===== src/hw/rtl/spfc_pkg.sv =====
// ----------------------------------------------------------------------------
// spfc_pkg
// Shared types and constants for the sample packet framer with CRC-32.
// ----------------------------------------------------------------------------
package spfc_pkg;

  // CRC-32, non-reflected, no final inversion
  localparam logic [31:0] CRC_POLY = 32'h04C1_1DB7;
  localparam logic [31:0] CRC_INIT = 32'hFFFF_FFFF;

  // Item function codes
  localparam logic FUNC_OPEN = 1'b0;
  localparam logic FUNC_DATA = 1'b1;

  // Tag above the three packed samples of a data word
  localparam logic [1:0] SAMPLE_TAG = 2'b11;

  // Word kinds on the output stream
  localparam logic [2:0] KIND_MAGIC     = 3'd0;
  localparam logic [2:0] KIND_LENGTH    = 3'd1;
  localparam logic [2:0] KIND_HEAD_CRC  = 3'd2;
  localparam logic [2:0] KIND_DATA      = 3'd3;
  localparam logic [2:0] KIND_FINAL_CRC = 3'd4;

  // One word of the packet stream
  typedef struct packed {
    logic [31:0] out_word;
    logic [2:0]  word_kind;
    logic        packet_end;
  } spfc_word_t;

endpackage


===== src/hw/rtl/spfc_item_if.sv =====
// ----------------------------------------------------------------------------
// spfc_item_if
// Input channel: one open command or one sample triple per word.
// ----------------------------------------------------------------------------
interface spfc_item_if;
  logic        valid;
  logic        ready;
  logic        func;
  logic [15:0] word_count;
  logic [9:0]  sample_first;
  logic [9:0]  sample_second;
  logic [9:0]  sample_third;

  modport source (
    output valid, func, word_count, sample_first, sample_second, sample_third,
    input  ready
  );

  modport sink (
    input  valid, func, word_count, sample_first, sample_second, sample_third,
    output ready
  );
endinterface


===== src/hw/rtl/spfc_word_if.sv =====
// ----------------------------------------------------------------------------
// spfc_word_if
// Output channel: one 32-bit packet stream word with its kind and end flag.
// ----------------------------------------------------------------------------
interface spfc_word_if;
  logic        valid;
  logic        ready;
  logic [31:0] out_word;
  logic [2:0]  word_kind;
  logic        packet_end;

  modport source (
    output valid, out_word, word_kind, packet_end,
    input  ready
  );

  modport sink (
    input  valid, out_word, word_kind, packet_end,
    output ready
  );
endinterface


===== src/hw/rtl/spfc_crc_step.sv =====
// ----------------------------------------------------------------------------
// spfc_crc_step
// Parallel CRC-32 update over one 32-bit word, fed with its halfwords swapped.
// ----------------------------------------------------------------------------
module spfc_crc_step
  import spfc_pkg::*;
(
  input  logic [31:0] crc_in,
  input  logic [31:0] data_word,
  output logic [31:0] crc_out
);

  logic [31:0] swapped;

  assign swapped = {data_word[15:0], data_word[31:16]};

  // Fold the word in MSB first; flattens to an XOR network
  always_comb begin
    logic [31:0] acc;
    logic        top;
    acc = crc_in;
    for (int b = 31; b >= 0; b--) begin
      top = acc[31] ^ swapped[b];
      acc = {acc[30:0], 1'b0};
      if (top) begin
        acc = acc ^ CRC_POLY;
      end
    end
    crc_out = acc;
  end

endmodule


===== src/hw/rtl/spfc_sequencer.sv =====
// ----------------------------------------------------------------------------
// spfc_sequencer
// Holds one input word and walks it through its packet words, one per cycle
// while adv is high, updating the running CRC, packet counter and remaining data word count.
// ----------------------------------------------------------------------------
module spfc_sequencer
  import spfc_pkg::*;
(
  input  logic         clk,
  input  logic         rst,
  input  logic         cfg_wr_en,
  input  logic [31:0]  cfg_wr_data,
  spfc_item_if.sink    items,
  input  logic         adv,
  output spfc_word_t   word,
  output logic         word_valid
);

  // Step through the words one item produces
  localparam logic [1:0] STEP_WORD0 = 2'd0;
  localparam logic [1:0] STEP_WORD1 = 2'd1;
  localparam logic [1:0] STEP_WORD2 = 2'd2;
  localparam logic [1:0] STEP_WORD3 = 2'd3;

  logic [31:0] magic;
  logic        cur_valid;
  logic        cur_func;
  logic [15:0] cur_count;
  logic [31:0] cur_data;
  logic [1:0]  step;
  logic [31:0] crc;
  logic [15:0] packet_number;
  logic [15:0] words_left;
  logic        packet_open;

  logic        drop;
  logic        fire;
  logic        last;
  logic        feed;
  logic        done;
  logic        take;
  logic [31:0] crc_seed;
  logic [31:0] crc_next;

  // Data outside an open packet is consumed without output; only judged on
  // the first step, as the last data word closes the packet before its CRC
  assign drop       = cur_valid && (cur_func == FUNC_DATA) && (step == STEP_WORD0) &&
                      !packet_open;
  assign word_valid = cur_valid && !drop;
  assign fire       = word_valid && adv;
  assign done       = drop || (fire && last);
  assign take       = items.valid && items.ready;
  assign items.ready = !cur_valid || done;

  // Select the word for the current step
  always_comb begin
    word     = '0;
    last     = 1'b0;
    feed     = 1'b0;
    crc_seed = crc;
    if (cur_func == FUNC_OPEN) begin
      unique case (step)
        STEP_WORD0: begin
          word.out_word  = magic;
          word.word_kind = KIND_MAGIC;
          feed           = 1'b1;
          crc_seed       = CRC_INIT;
        end
        STEP_WORD1: begin
          word.out_word  = {cur_count, packet_number};
          word.word_kind = KIND_LENGTH;
          feed           = 1'b1;
        end
        STEP_WORD2: begin
          word.out_word  = crc;
          word.word_kind = KIND_HEAD_CRC;
          feed           = 1'b1;
          last           = (cur_count != 16'd0);
        end
        STEP_WORD3: begin
          word.out_word   = crc;
          word.word_kind  = KIND_FINAL_CRC;
          word.packet_end = 1'b1;
          last            = 1'b1;
        end
        default: begin
          word = '0;
        end
      endcase
    end else begin
      priority if (step == STEP_WORD0) begin
        word.out_word  = cur_data;
        word.word_kind = KIND_DATA;
        feed           = 1'b1;
        last           = (words_left != 16'd1);
      end else begin
        word.out_word   = crc;
        word.word_kind  = KIND_FINAL_CRC;
        word.packet_end = 1'b1;
        last            = 1'b1;
      end
    end
  end

  spfc_crc_step u_crc (
    .crc_in    (crc_seed),
    .data_word (word.out_word),
    .crc_out   (crc_next)
  );

  // Configuration register
  always_ff @(posedge clk) begin
    if (rst) begin
      magic <= '0;
    end else if (cfg_wr_en) begin
      magic <= cfg_wr_data;
    end
  end

  // Hold the current input word and advance its step
  always_ff @(posedge clk) begin
    if (rst) begin
      cur_valid <= 1'b0;
      step      <= STEP_WORD0;
    end else begin
      if (take) begin
        cur_valid <= 1'b1;
        step      <= STEP_WORD0;
      end else if (done) begin
        cur_valid <= 1'b0;
        step      <= STEP_WORD0;
      end else if (fire) begin
        step <= step + 2'd1;
      end
    end
  end

  // Payload of the held word
  always_ff @(posedge clk) begin
    if (take) begin
      cur_func  <= items.func;
      cur_count <= items.word_count;
      cur_data  <= {SAMPLE_TAG, items.sample_first, items.sample_second,
                    items.sample_third};
    end
  end

  // Packet state: CRC, counter and remaining words
  always_ff @(posedge clk) begin
    if (rst) begin
      crc           <= CRC_INIT;
      packet_number <= '0;
      words_left    <= '0;
      packet_open   <= 1'b0;
    end else if (fire) begin
      if (feed) begin
        crc <= crc_next;
      end
      if (cur_func == FUNC_OPEN) begin
        if (step == STEP_WORD1) begin
          packet_number <= packet_number + 16'd1;
        end
        if (step == STEP_WORD2) begin
          words_left  <= cur_count;
          packet_open <= (cur_count != 16'd0);
        end
      end else if (step == STEP_WORD0) begin
        words_left <= words_left - 16'd1;
        if (words_left == 16'd1) begin
          packet_open <= 1'b0;
        end
      end
    end
  end

endmodule


===== src/hw/rtl/sample_packet_framer_crc32.sv =====
// ----------------------------------------------------------------------------
// sample_packet_framer_crc32
// Frames sample triples into 32-bit packet words with a running CRC-32.
// ----------------------------------------------------------------------------
// Usage:
//   items  : valid/ready input. func = open carries word_count and starts a
//            packet; func = data carries three 10-bit samples.
//   words  : valid/ready output, one packet word per transfer with its kind
//            and an end flag on the final CRC word.
//   cfg_wr_en/cfg_wr_data : write the magic word; write only while idle.
// Path: an accepted item is held in the sequencer's holding register, and each
//   of its words is registered in the output register before it is presented.
// Throughput: one output word per cycle at most, and only while words.ready is
//   high. An open item yields 3 words (4 for an empty packet), a data word 1
//   word (2 for the last of a packet), and a data word outside a packet is
//   consumed with no output. The single output register holds one word.
// Reset: CRC goes to all ones, packet counter and open state clear, the
//   magic word reads zero and no word is presented.
// Stall: while words.ready is low the output word holds; an input word is
//   still taken only if the holding register is empty, then items.ready drops.
//   Data words outside a packet keep being taken and dropped meanwhile.
// ----------------------------------------------------------------------------
module sample_packet_framer_crc32
  import spfc_pkg::*;
(
  input  logic         clk,
  input  logic         rst,
  input  logic         cfg_wr_en,
  input  logic [31:0]  cfg_wr_data,
  spfc_item_if.sink    items,
  spfc_word_if.source  words
);

  spfc_word_t seq_word;
  logic       seq_valid;
  logic       adv;
  logic       out_valid;
  spfc_word_t out_q;

  // Output register moves when empty or being taken
  assign adv = !out_valid || words.ready;

  spfc_sequencer u_seq (
    .clk         (clk),
    .rst         (rst),
    .cfg_wr_en   (cfg_wr_en),
    .cfg_wr_data (cfg_wr_data),
    .items       (items),
    .adv         (adv),
    .word        (seq_word),
    .word_valid  (seq_valid)
  );

  // Output register valid
  always_ff @(posedge clk) begin
    if (rst) begin
      out_valid <= 1'b0;
    end else if (adv) begin
      out_valid <= seq_valid;
    end
  end

  // Output register payload
  always_ff @(posedge clk) begin
    if (adv && seq_valid) begin
      out_q <= seq_word;
    end
  end

  assign words.valid      = out_valid;
  assign words.out_word   = out_q.out_word;
  assign words.word_kind  = out_q.word_kind;
  assign words.packet_end = out_q.packet_end;

  // Nothing presented straight after reset
  a_reset_empty: assert property (@(posedge clk) $past(rst) |-> !words.valid)
    else $error("output word presented after reset");

  // End flag marks exactly the final CRC word
  a_end_kind: assert property (@(posedge clk) disable iff (rst)
    words.valid |-> (words.packet_end == (words.word_kind == KIND_FINAL_CRC)))
    else $error("packet end flag does not match final CRC kind");

  // Data words carry the sample tag
  a_data_tag: assert property (@(posedge clk) disable iff (rst)
    (words.valid && (words.word_kind == KIND_DATA)) |->
      (words.out_word[31:30] == SAMPLE_TAG))
    else $error("data word without sample tag");

endmodule

===== src/flat_wrapper.sv =====
// flat-port wrapper written by rule: the top's interface ports become plain ports
module sample_packet_framer_crc32_flat import spfc_pkg::*;
  (clk, rst, cfg_wr_en, cfg_wr_data, items_valid, items_func, items_word_count, items_sample_first, items_sample_second, items_sample_third, items_ready, words_valid, words_out_word, words_word_kind, words_packet_end, words_ready);
  spfc_item_if items_i ();
  spfc_word_if words_i ();
  input  logic clk;
  input  logic rst;
  input  logic cfg_wr_en;
  input  logic [31:0] cfg_wr_data;
  input wire logic [$bits(items_i.valid)-1:0] items_valid;
  input wire logic [$bits(items_i.func)-1:0] items_func;
  input wire logic [$bits(items_i.word_count)-1:0] items_word_count;
  input wire logic [$bits(items_i.sample_first)-1:0] items_sample_first;
  input wire logic [$bits(items_i.sample_second)-1:0] items_sample_second;
  input wire logic [$bits(items_i.sample_third)-1:0] items_sample_third;
  output wire logic [$bits(items_i.ready)-1:0] items_ready;
  output wire logic [$bits(words_i.valid)-1:0] words_valid;
  output wire logic [$bits(words_i.out_word)-1:0] words_out_word;
  output wire logic [$bits(words_i.word_kind)-1:0] words_word_kind;
  output wire logic [$bits(words_i.packet_end)-1:0] words_packet_end;
  input wire logic [$bits(words_i.ready)-1:0] words_ready;
  assign items_i.valid = items_valid;
  assign items_i.func = items_func;
  assign items_i.word_count = items_word_count;
  assign items_i.sample_first = items_sample_first;
  assign items_i.sample_second = items_sample_second;
  assign items_i.sample_third = items_sample_third;
  assign items_ready = items_i.ready;
  assign words_valid = words_i.valid;
  assign words_out_word = words_i.out_word;
  assign words_word_kind = words_i.word_kind;
  assign words_packet_end = words_i.packet_end;
  assign words_i.ready = words_ready;
  sample_packet_framer_crc32 u_core (.clk(clk), .rst(rst), .cfg_wr_en(cfg_wr_en), .cfg_wr_data(cfg_wr_data), .items(items_i), .words(words_i));
endmodule

===== config.mk =====
export PLATFORM = sky130hd
export DESIGN_NAME = sample_packet_framer_crc32_flat
export DESIGN_NICKNAME = d
export VERILOG_FILES = /design/src/hw/rtl/spfc_pkg.sv /design/src/hw/rtl/spfc_item_if.sv /design/src/hw/rtl/spfc_word_if.sv /design/src/hw/rtl/spfc_crc_step.sv /design/src/hw/rtl/spfc_sequencer.sv /design/src/hw/rtl/sample_packet_framer_crc32.sv /design/src/flat_wrapper.sv
export SDC_FILE = /design/constraint.sdc
export NUM_CORES = 1
export LEC_CHECK = 0
export BUFFER_PORTS_ARGS = -buffer_cell sky130_fd_sc_hd__clkbuf_2
export CAP_MARGIN = 20
export CORE_MARGIN = 2
export CORE_UTILIZATION = 45
export DETAILED_ROUTE_END_ITERATION = 12
export GPL_ROUTABILITY_DRIVEN = 0
export MAX_ROUTING_LAYER = met4
export PLACE_DENSITY_LB_ADDON = 0.15
export SYNTH_ARGS = -nofsm -noshare
export SYNTH_HDL_FRONTEND = slang
export SYNTH_SLANG_ARGS = --single-unit

===== constraint.sdc =====
create_clock -name clk -period 13.4 [get_ports clk]
set_clock_uncertainty 0.15 [all_clocks]
set_input_delay 2.68 -clock clk [delete_from_list [all_inputs] [get_ports clk]]
set_output_delay 2.68 -clock clk [all_outputs]
set_load 0.02 [all_outputs]

==> results of run 1 <==
cell type report:
type                            count  share of cell area
Clock inverter                     14              0.0119
Multi-Input combinational cell    799               0.517
Sequential cell                   184               0.346
Tap cell                          330              0.0316
Timing Repair Buffer              134              0.0554
Inverter                           15             0.00432
Clock buffer                       18              0.0337
per-stage QoR:
step	cell area (µm²)	util	cells	hold slack [ns]	setup slack, ns
after global placement	12400	0.492	1461	0.322	6.40
after detailed placement	12400	0.492	1461	0.331	6.36
final	13000	0.517	1494	0.347	6.39
after floorplan	11600	-	1060	0.299	5.72
after CTS	13000	0.516	1493	0.349	6.35
after global routing	13000	0.517	1494	0.372	6.22
per-layer routing:
layer	wire (µm)	share of wire	vias up	global-route usage
met4	1090	0.032	0	0.0921
li1	-	-	3977	-
met5	0	0	-	-
met2	14900	0.44	321	0.390
met3	2120	0.063	59	0.0377
met1	15600	0.46	4034	0.365
worst max-delay path by stage:
stage	from	endpoint	slack, ns
CTS	words_ready	items_ready	6.35
finish	words_ready	items_ready	6.39
detailed placement	words_ready	items_ready	6.36
global placement	words_ready	items_ready	6.40
global route	words_ready	items_ready	6.22
floorplan	words_ready	items_ready	5.72
registers in the layout, indices dropped and copies added, names as in the netlist:
name and flops:
u_core.u_seq.packet_open 1, u_core.u_seq.cur_func 1, u_core.words.valid 1, u_core.u_seq.step 2, u_core.words.packet_end 1, u_core.u_seq.words_left 16
u_core.words.out_word 32, u_core.u_seq.magic 32, u_core.u_seq.cur_data 30, u_core.u_seq.packet_number 16, u_core.words.word_kind 3, u_core.u_seq.crc 32
u_core.u_seq.cur_count 16, u_core.u_seq.cur_valid 1
synth_stat cells, drive strengths merged, types with 9 or more instances:
master,n,area share
nor2,81,0.026
o21a,13,0.0084
xnor2,165,0.14
ha,9,0.0097
a32oi,13,0.011
o211ai,22,0.015
o21ai,42,0.018
xor2,61,0.055
mux2i,69,0.065
a221oi,12,0.012
dfxtp,101,0.17
edfxtp,83,0.21
a211oi,14,0.0099
nand2,92,0.030
inv,15,0.0048
clkbuf,36,0.012
a21oi,43,0.019
or3,9,0.0048
buf,26,0.017
xnor3,26,0.051
cell families after synthesis:
family                   after synthesis  share of synthesized area
flip-flops                           184                      0.388
adder cells (fa/ha/maj)                9                    0.00968
buffers and inverters                 77                     0.0332
XOR/XNOR                             260                      0.266
AND/OR/NAND/NOR                      234                     0.0898
AO/OA/AOI/OAI                        219                      0.141
multiplexers                          77                     0.0724
worst max-delay path, stage by stage:
cell and delay, ns:
sky130_fd_sc_hd__clkbuf_2 0.07, sky130_fd_sc_hd__nand2b_1 0.11, sky130_fd_sc_hd__nor2b_4 0.13, sky130_fd_sc_hd__buf_4 0.50
sky130_fd_sc_hd__o21ai_0 0.24, sky130_fd_sc_hd__o21bai_1 0.24, sky130_fd_sc_hd__clkbuf_2 0.20
cells in the final DEF (no fill, tap or decap), types with 6 or more instances in the layout:
cell type	instances
sky130_fd_sc_hd__a211oi_1	12
sky130_fd_sc_hd__xnor3_1	19
sky130_fd_sc_hd__xnor2_2	12
sky130_fd_sc_hd__buf_4	12
sky130_fd_sc_hd__mux2i_1	62
sky130_fd_sc_hd__a21oi_1	42
sky130_fd_sc_hd__or3_1	9
sky130_fd_sc_hd__o21a_1	13
sky130_fd_sc_hd__a32oi_1	11
sky130_fd_sc_hd__inv_1	13
sky130_fd_sc_hd__inv_6	6
sky130_fd_sc_hd__nor2_1	81
sky130_fd_sc_hd__ha_1	8
sky130_fd_sc_hd__clkbuf_16	17
sky130_fd_sc_hd__xnor2_1	146
sky130_fd_sc_hd__xnor2_4	7
sky130_fd_sc_hd__dfxtp_1	101
sky130_fd_sc_hd__o21ai_0	36
sky130_fd_sc_hd__xor3_1	6
sky130_fd_sc_hd__nand3_1	7
sky130_fd_sc_hd__nand2_1	91
sky130_fd_sc_hd__clkbuf_2	121
sky130_fd_sc_hd__o21ai_1	6
sky130_fd_sc_hd__o22ai_1	6
sky130_fd_sc_hd__xor2_1	53
sky130_fd_sc_hd__a221o_1	8
sky130_fd_sc_hd__a221oi_1	9
sky130_fd_sc_hd__mux2_2	7
sky130_fd_sc_hd__o211ai_1	21
sky130_fd_sc_hd__a22oi_1	6
sky130_fd_sc_hd__edfxtp_1	83
sky130_fd_sc_hd__nor4_1	8
sky130_fd_sc_hd__xnor3_2	7
==> impl_metrics.csv, run 1 <==
group,metric,value,unit
status,status,"finished, final reports clean",
run,timing.max_cap.violations,0,
cells_and_area,proportion_of_layout_cells_with_a_drive_suffix_above_1,0.207,
logic_synthesis,synth_enable_flop_cells,83,
drt,starting_drt_drc_count,730,
timing,final_cycle_share,0.523,
timing,timing.max_slew.rel_slack,0.378,
drt,route.detailed.wl_per_inst,22.6,µm
setup_path,worst-endpoint-arrival,4.18,ns
clock_tree,clock_tree.buffer_depth,2,
min_path,min_to,"u_core.u_seq.magic[19]$_SDFFE_PP0P_",
logic_synthesis,synth_flop_cell,"sky130_fd_sc_hd__dfxtp_1",
drt,wirelength,33700,µm
drt,post_route_ant_nets,0,
setup_path,worstSetupStartpointType,"input pin",
cells_and_area,layout-area-overhead-vs-synth,12.2,%
floorplan,full_die_area,27100,µm²
clock_tree,tritoncts_num_sinks,184,
min_path,holdCritPathClass,"flop to flop",
timing,hold_violations,0,
logic_synthesis,fraction_of_registers_with_async_set_or_reset_after_synthesis,0,
cells_and_area,multi_input_comb_area,6750,µm²
global_routing,grt_pass1_vias,8033,
setup_path,rr_endpoint,"u_core.u_seq.crc[8]$_SDFFE_PP1P_",
clock_tree,worstSkewPairLatency,0.45,ns
timing,tns,0,ns
logic_synthesis,ys_seq_elements,184,
clock_tree,tritoncts,"done",
setup_path,worstPathMaxFanout,42,
floorplan,die_w,165,µm
clock_tree,cts_max_level,4,
clock_tree,postCtsHoldBufs,0,
floorplan,row_count,58,
logic_synthesis,yosysSeqAreaShare,0.388,
setup_path,critical_path.endpoint_type,"output pin",
min_path,timing.hold.worst_path_depth,2,
timing,worstMarginPinSlew,0.932,ns
global_routing,grt_pass1_wl,50300,µm
setup_path,worstPathRequired,10.57,ns
clock_tree,post-cts-setup-buffers,0,
global_routing,grt_start_max_net_pins,73,
clock_tree,clkTransAtPathRegs,0.07,ns
global_routing,antenna_found_initial,0,
clock_tree,cts_buffers,17,
timing,final-setup-viol-count,0,
min_path,worst_hold_startpoint,"u_core.u_seq.magic[19]$_SDFFE_PP0P_",
setup_path,worst-r2r-cell-count,16,
timing,min_period,7.01,ns
cells_and_area,num-fill-cells,2302,
drt,drc,0,
floorplan,fp.coreArea,25300,µm²
floorplan,ios,122,
cells_and_area,antenna-diode-count,0,
timing,max_freq,143,MHz
setup_path,worst_r2r_startpoint,"u_core.u_seq.step[0]$_SDFFE_PP0P_",
place,placement.io_buffers,121,
clock_tree,clk_root_buffer_cell,"sky130_fd_sc_hd__clkbuf_16",
logic_synthesis,syn-cell-area,11600,µm²
logic_synthesis,ys_warn_count,0,
setup_path,setup.worst_path.class,"input pin to output pin",
logic_synthesis,postSynthNetCount,1153,
global_routing,grt_use_total,0.262,
place,dp.final_hpwl,25000,µm
cells_and_area,final-seq-area,4510,µm²
setup_path,rrSetupSlack,7.14,ns
logic_synthesis,synthesis.instances,1060,
logic_synthesis,avgSynthCellArea,11.0,µm²
cells_and_area,num-nets-final,1244,
floorplan,die_height,165,µm
logic_synthesis,distinct_cell_type_count_after_synthesis,80,
global_routing,globalRoute.totalOverflow,0,
drt,vias,8391,
clock_tree,cts-resized-gates,0,
timing,slew_violations,0,
timing,grt_setup_unrepaired,"false",
drt,tritonroute_pass_1_iters,5,
floorplan,initial_utilization,0.460,
drt,route.detailed.vias_per_inst,5.62,
Power of run 1 is left out: the tool's default activity adds up to more than one toggle a clock period on the data nets, which glitch-free logic cannot reach.
==> inputs of run 2 (changes only) <==
- ABC_AREA: not set -> 1
- clock period: 13.4 -> 5.9 ns (I/O delays scaled with it)
==> run 2 against run 1 <==
Utilization fell by 1.1 points. Wire length rose by 33%. Critical path type is now flop to flop. Synthesized cell count rose by 84%. First-iteration DRC count rose by 67%. Clock-buffer cell count rose by 1. Non-clock buffer count rose by 2. Worst setup slack got worse by 5.9 ns. Global-route usage rose by 3.5 points.
==> impl_metrics.csv, run 2 <==
group,metric,value,unit
floorplan,die_w,177,µm
setup_path,worstSetupStartpointType,"flop",
drt,drc,0,
floorplan,row_count,63,
logic_synthesis,post_synth_mux_area_share,0,
setup_path,rrSetupSlack,0.49,ns
logic_synthesis,post_synth_most_frequent_cells,"sky130_fd_sc_hd__nand2_1, sky130_fd_sc_hd__nand3_1, sky130_fd_sc_hd__inv_1, sky130_fd_sc_hd__nor2_1, sky130_fd_sc_hd__dfxtp_1",
global_routing,antenna_found_initial,0,
drt,met3RoutedLength,3790,µm
timing,max_freq,185,MHz
cells_and_area,layout_commonest_cell,"sky130_fd_sc_hd__nand2_1",
drt,starting_drt_drc_count,1217,
timing,tns,0,ns
logic_synthesis,synth.most_common_cell,"sky130_fd_sc_hd__nand2_1",
cells_and_area,num-nets-final,2138,
logic_synthesis,distinct_cell_type_count_after_synthesis,59,
place,dp.cells,2416,
setup_path,cpMostUsedCell,"sky130_fd_sc_hd__nand2_1",
clock_tree,clkTransAtPathRegs,0.07,ns
timing,timing.max_slew.rel_slack,0.334,
timing,grt_setup_unrepaired,"false",
timing,worstMarginPinSlew,0.995,ns
drt,dr_wl_met2,20100,µm
drt,vias,13300,
cells_and_area,layout-area-overhead-vs-synth,11.0,%
timing,min_period,5.41,ns
global_routing,globalRoute.totalOverflow,0,
clock_tree,cts_buffers,17,
clock_tree,clk_root_buffer_cell,"sky130_fd_sc_hd__clkbuf_16",
place,detailedPlace.worstSlack,0.603,ns
logic_synthesis,synth_adder_area_share,0.00838,
floorplan,initial_utilization,0.456,
drt,wirelength,44800,µm
timing,final_critical_path_setup_slack,0.486,ns
floorplan,fp.coreArea,29500,µm²
floorplan,die_height,177,µm
logic_synthesis,synthesis.instances,1946,
setup_path,critical_path.endpoint_type,"flop",
timing,final_cycle_share,0.918,
drt,route.detailed.vias_per_inst,5.43,
cells_and_area,antenna-diode-count,0,
logic_synthesis,yosys.area.top_type,"sky130_fd_sc_hd__edfxtp_1",
floorplan,full_die_area,31300,µm²
clock_tree,post-cts-setup-buffers,0,
setup_path,worst-r2r-cell-count,31,
setup_path,worst-endpoint-arrival,5.60,ns
min_path,timing.hold.worst_path_depth,2,
global_routing,grt_pass1_wl,68300,µm
drt,tritonroute_pass_1_iters,6,
logic_synthesis,top_post_synthesis_cells_by_area,"sky130_fd_sc_hd__edfxtp_1, sky130_fd_sc_hd__nand2_1, sky130_fd_sc_hd__dfxtp_1",
timing,final-setup-viol-count,0,
cells_and_area,proportion_of_layout_cells_with_a_drive_suffix_above_1,0.166,
cells_and_area,most-common-layout-cells,"sky130_fd_sc_hd__nand2_1, sky130_fd_sc_hd__nand3_1, sky130_fd_sc_hd__inv_1",
clock_tree,clock_tree.buffer_depth,2,
drt,route.detailed.wl_per_inst,18.3,µm
min_path,min_to,"u_core.u_seq.words_left[5]$_SDFFE_PP0P_",
place,dp.final_hpwl,34900,µm
clock_tree,cts-resized-gates,0,
setup_path,rr_endpoint,"u_core.u_seq.crc[10]$_SDFFE_PP1P_",
logic_synthesis,postSynthNetCount,2039,
setup_path,cp_max_stage_delay,0.76,ns
drt,post_route_ant_nets,0,
global_routing,grt_start_max_net_pins,55,
logic_synthesis,yosys.area_share.simple,0.375,
min_path,holdCritPathClass,"flop to flop",
logic_synthesis,synthDominantCellAreaShare,0.186,
clock_tree,tritoncts_num_sinks,184,
setup_path,setup.worst_path.class,"flop to flop",
clock_tree,worstSkewPairLatency,0.45,ns
place,placement.io_buffers,121,
cells_and_area,num-fill-cells,2989,
setup_path,worstPathMaxFanout,26,
floorplan,ios,122,
logic_synthesis,synth_xor_xnor_area_share,0.0940,
logic_synthesis,synth_top_family_by_area,"simple AND/OR/NAND/NOR gates",
setup_path,worst_r2r_startpoint,"u_core.u_seq.step[0]$_SDFFE_PP0P_",
cells_and_area,layout.cells.non_filler,2448,
logic_synthesis,synth_enable_flop_cells,83,
global_routing,grt_pass1_vias,12100,
logic_synthesis,ys_seq_elements,184,
timing,slew_violations,0,
setup_path,worstPathRequired,6.09,ns
global_routing,grt_use_total,0.297,
clock_tree,tritoncts,"done",
clock_tree,cts_max_level,4,
timing,hold_violations,0,
run,timing.max_cap.violations,0,
drt,routed.top_layer,"met4",
setup_path,timing.critical_path.from,"u_core.u_seq.step[0]$_SDFFE_PP0P_",
logic_synthesis,synth-compound-area-share,0.103,
logic_synthesis,ys_warn_count,0,
logic_synthesis,avgSynthCellArea,6.90,µm²
drt,m1WireLength,19600,µm
logic_synthesis,fraction_of_registers_with_async_set_or_reset_after_synthesis,0,
setup_path,critical-path-slowest-cell,"sky130_fd_sc_hd__ha_1",
status,status,"finished, final reports clean",
clock_tree,postCtsHoldBufs,0,
logic_synthesis,yosysSeqAreaShare,0.336,
min_path,worst_hold_startpoint,"u_core.u_seq.words_left[5]$_SDFFE_PP0P_",
logic_synthesis,synth_flop_cell,"sky130_fd_sc_hd__dfxtp_1",
logic_synthesis,syn-cell-area,13400,µm²
==> run 2: changes by cell type after synthesis, moves of 23 or more <==
cell / delta
sky130_fd_sc_hd__nand2_1: +508
sky130_fd_sc_hd__nand3_1: +177
sky130_fd_sc_hd__inv_1: +166
sky130_fd_sc_hd__xnor2_1: -122
sky130_fd_sc_hd__nor2_1: +87
sky130_fd_sc_hd__nand2_2: +68
sky130_fd_sc_hd__mux2i_1: -62
sky130_fd_sc_hd__xor2_1: +46
sky130_fd_sc_hd__a21oi_1: +41
sky130_fd_sc_hd__o21ai_0: +37
sky130_fd_sc_hd__inv_2: +23
==> run 2: cells by family (layout without fill, tap and decap cells) <==
logic type / count (synthesis) / count (layout)
AOI/OAI and AO/OA: 238 / 238
and+or+nand+nor: 1114 / 1114
DFF: 184 / 184
adders and majority gates: 9 / 9
xor gates and xnor gates: 133 / 133
buffers and inverters: 268 / 380
==> run 2: metal layers <==
metal / GRT usage / up-vias
li1: - / 6470
met1: 0.391 / 6173
met2: 0.460 / 552
met3: 0.0578 / 87
met4: 0.0930 / 0
met5: - / -
==> run 2: critical path: cells and delay by family, from the launching register on <==
family	cells	cell delay (ns)
buffers and inverters	5	0.70
flip-flops	1	0.36
adder cells (fa/ha/maj)	1	0.76
AND/OR/NAND/NOR	25	3.31
==> run 2: cell type report <==
| cell class | instances | area [µm²] | share of cell area |
|---|---|---|---|
| clock inverter | 13 | 120 | 0.00806 |
| clock buffer | 19 | 453 | 0.0304 |
| timing repair buffer | 136 | 718 | 0.0482 |
| tap | 390 | 488 | 0.0327 |
| sequential | 184 | 4510 | 0.303 |
| multi-input combinational | 1494 | 7810 | 0.524 |
| inverter | 212 | 808 | 0.0542 |
==> run 2: through the flow <==
step	area (µm²)	util	hold slack [ns]
floorplan	13400	-	0.276
global placement	14300	0.486	0.295
detailed placement	14300	0.486	0.305
CTS	14900	0.506	0.316
global route	14900	0.506	0.341
finish	14900	0.506	0.318
==> run 2: how the worst max path moves through the flow <==
stage	to	depth (start not counted)	slack, ns
after floorplan	u_core.u_seq.cur_count[0]$_DFFE_PP_	14	0.79
after global placement	u_core.u_seq.crc[10]$_SDFFE_PP1P_	31	0.68
after detailed placement	u_core.u_seq.crc[10]$_SDFFE_PP1P_	31	0.60
after CTS	items_ready	11	0.56
after global routing	u_core.u_seq.crc[12]$_SDFFE_PP1P_	33	0.04
final	u_core.u_seq.crc[10]$_SDFFE_PP1P_	31	0.49
Power of run 2 is left out for the same reason.
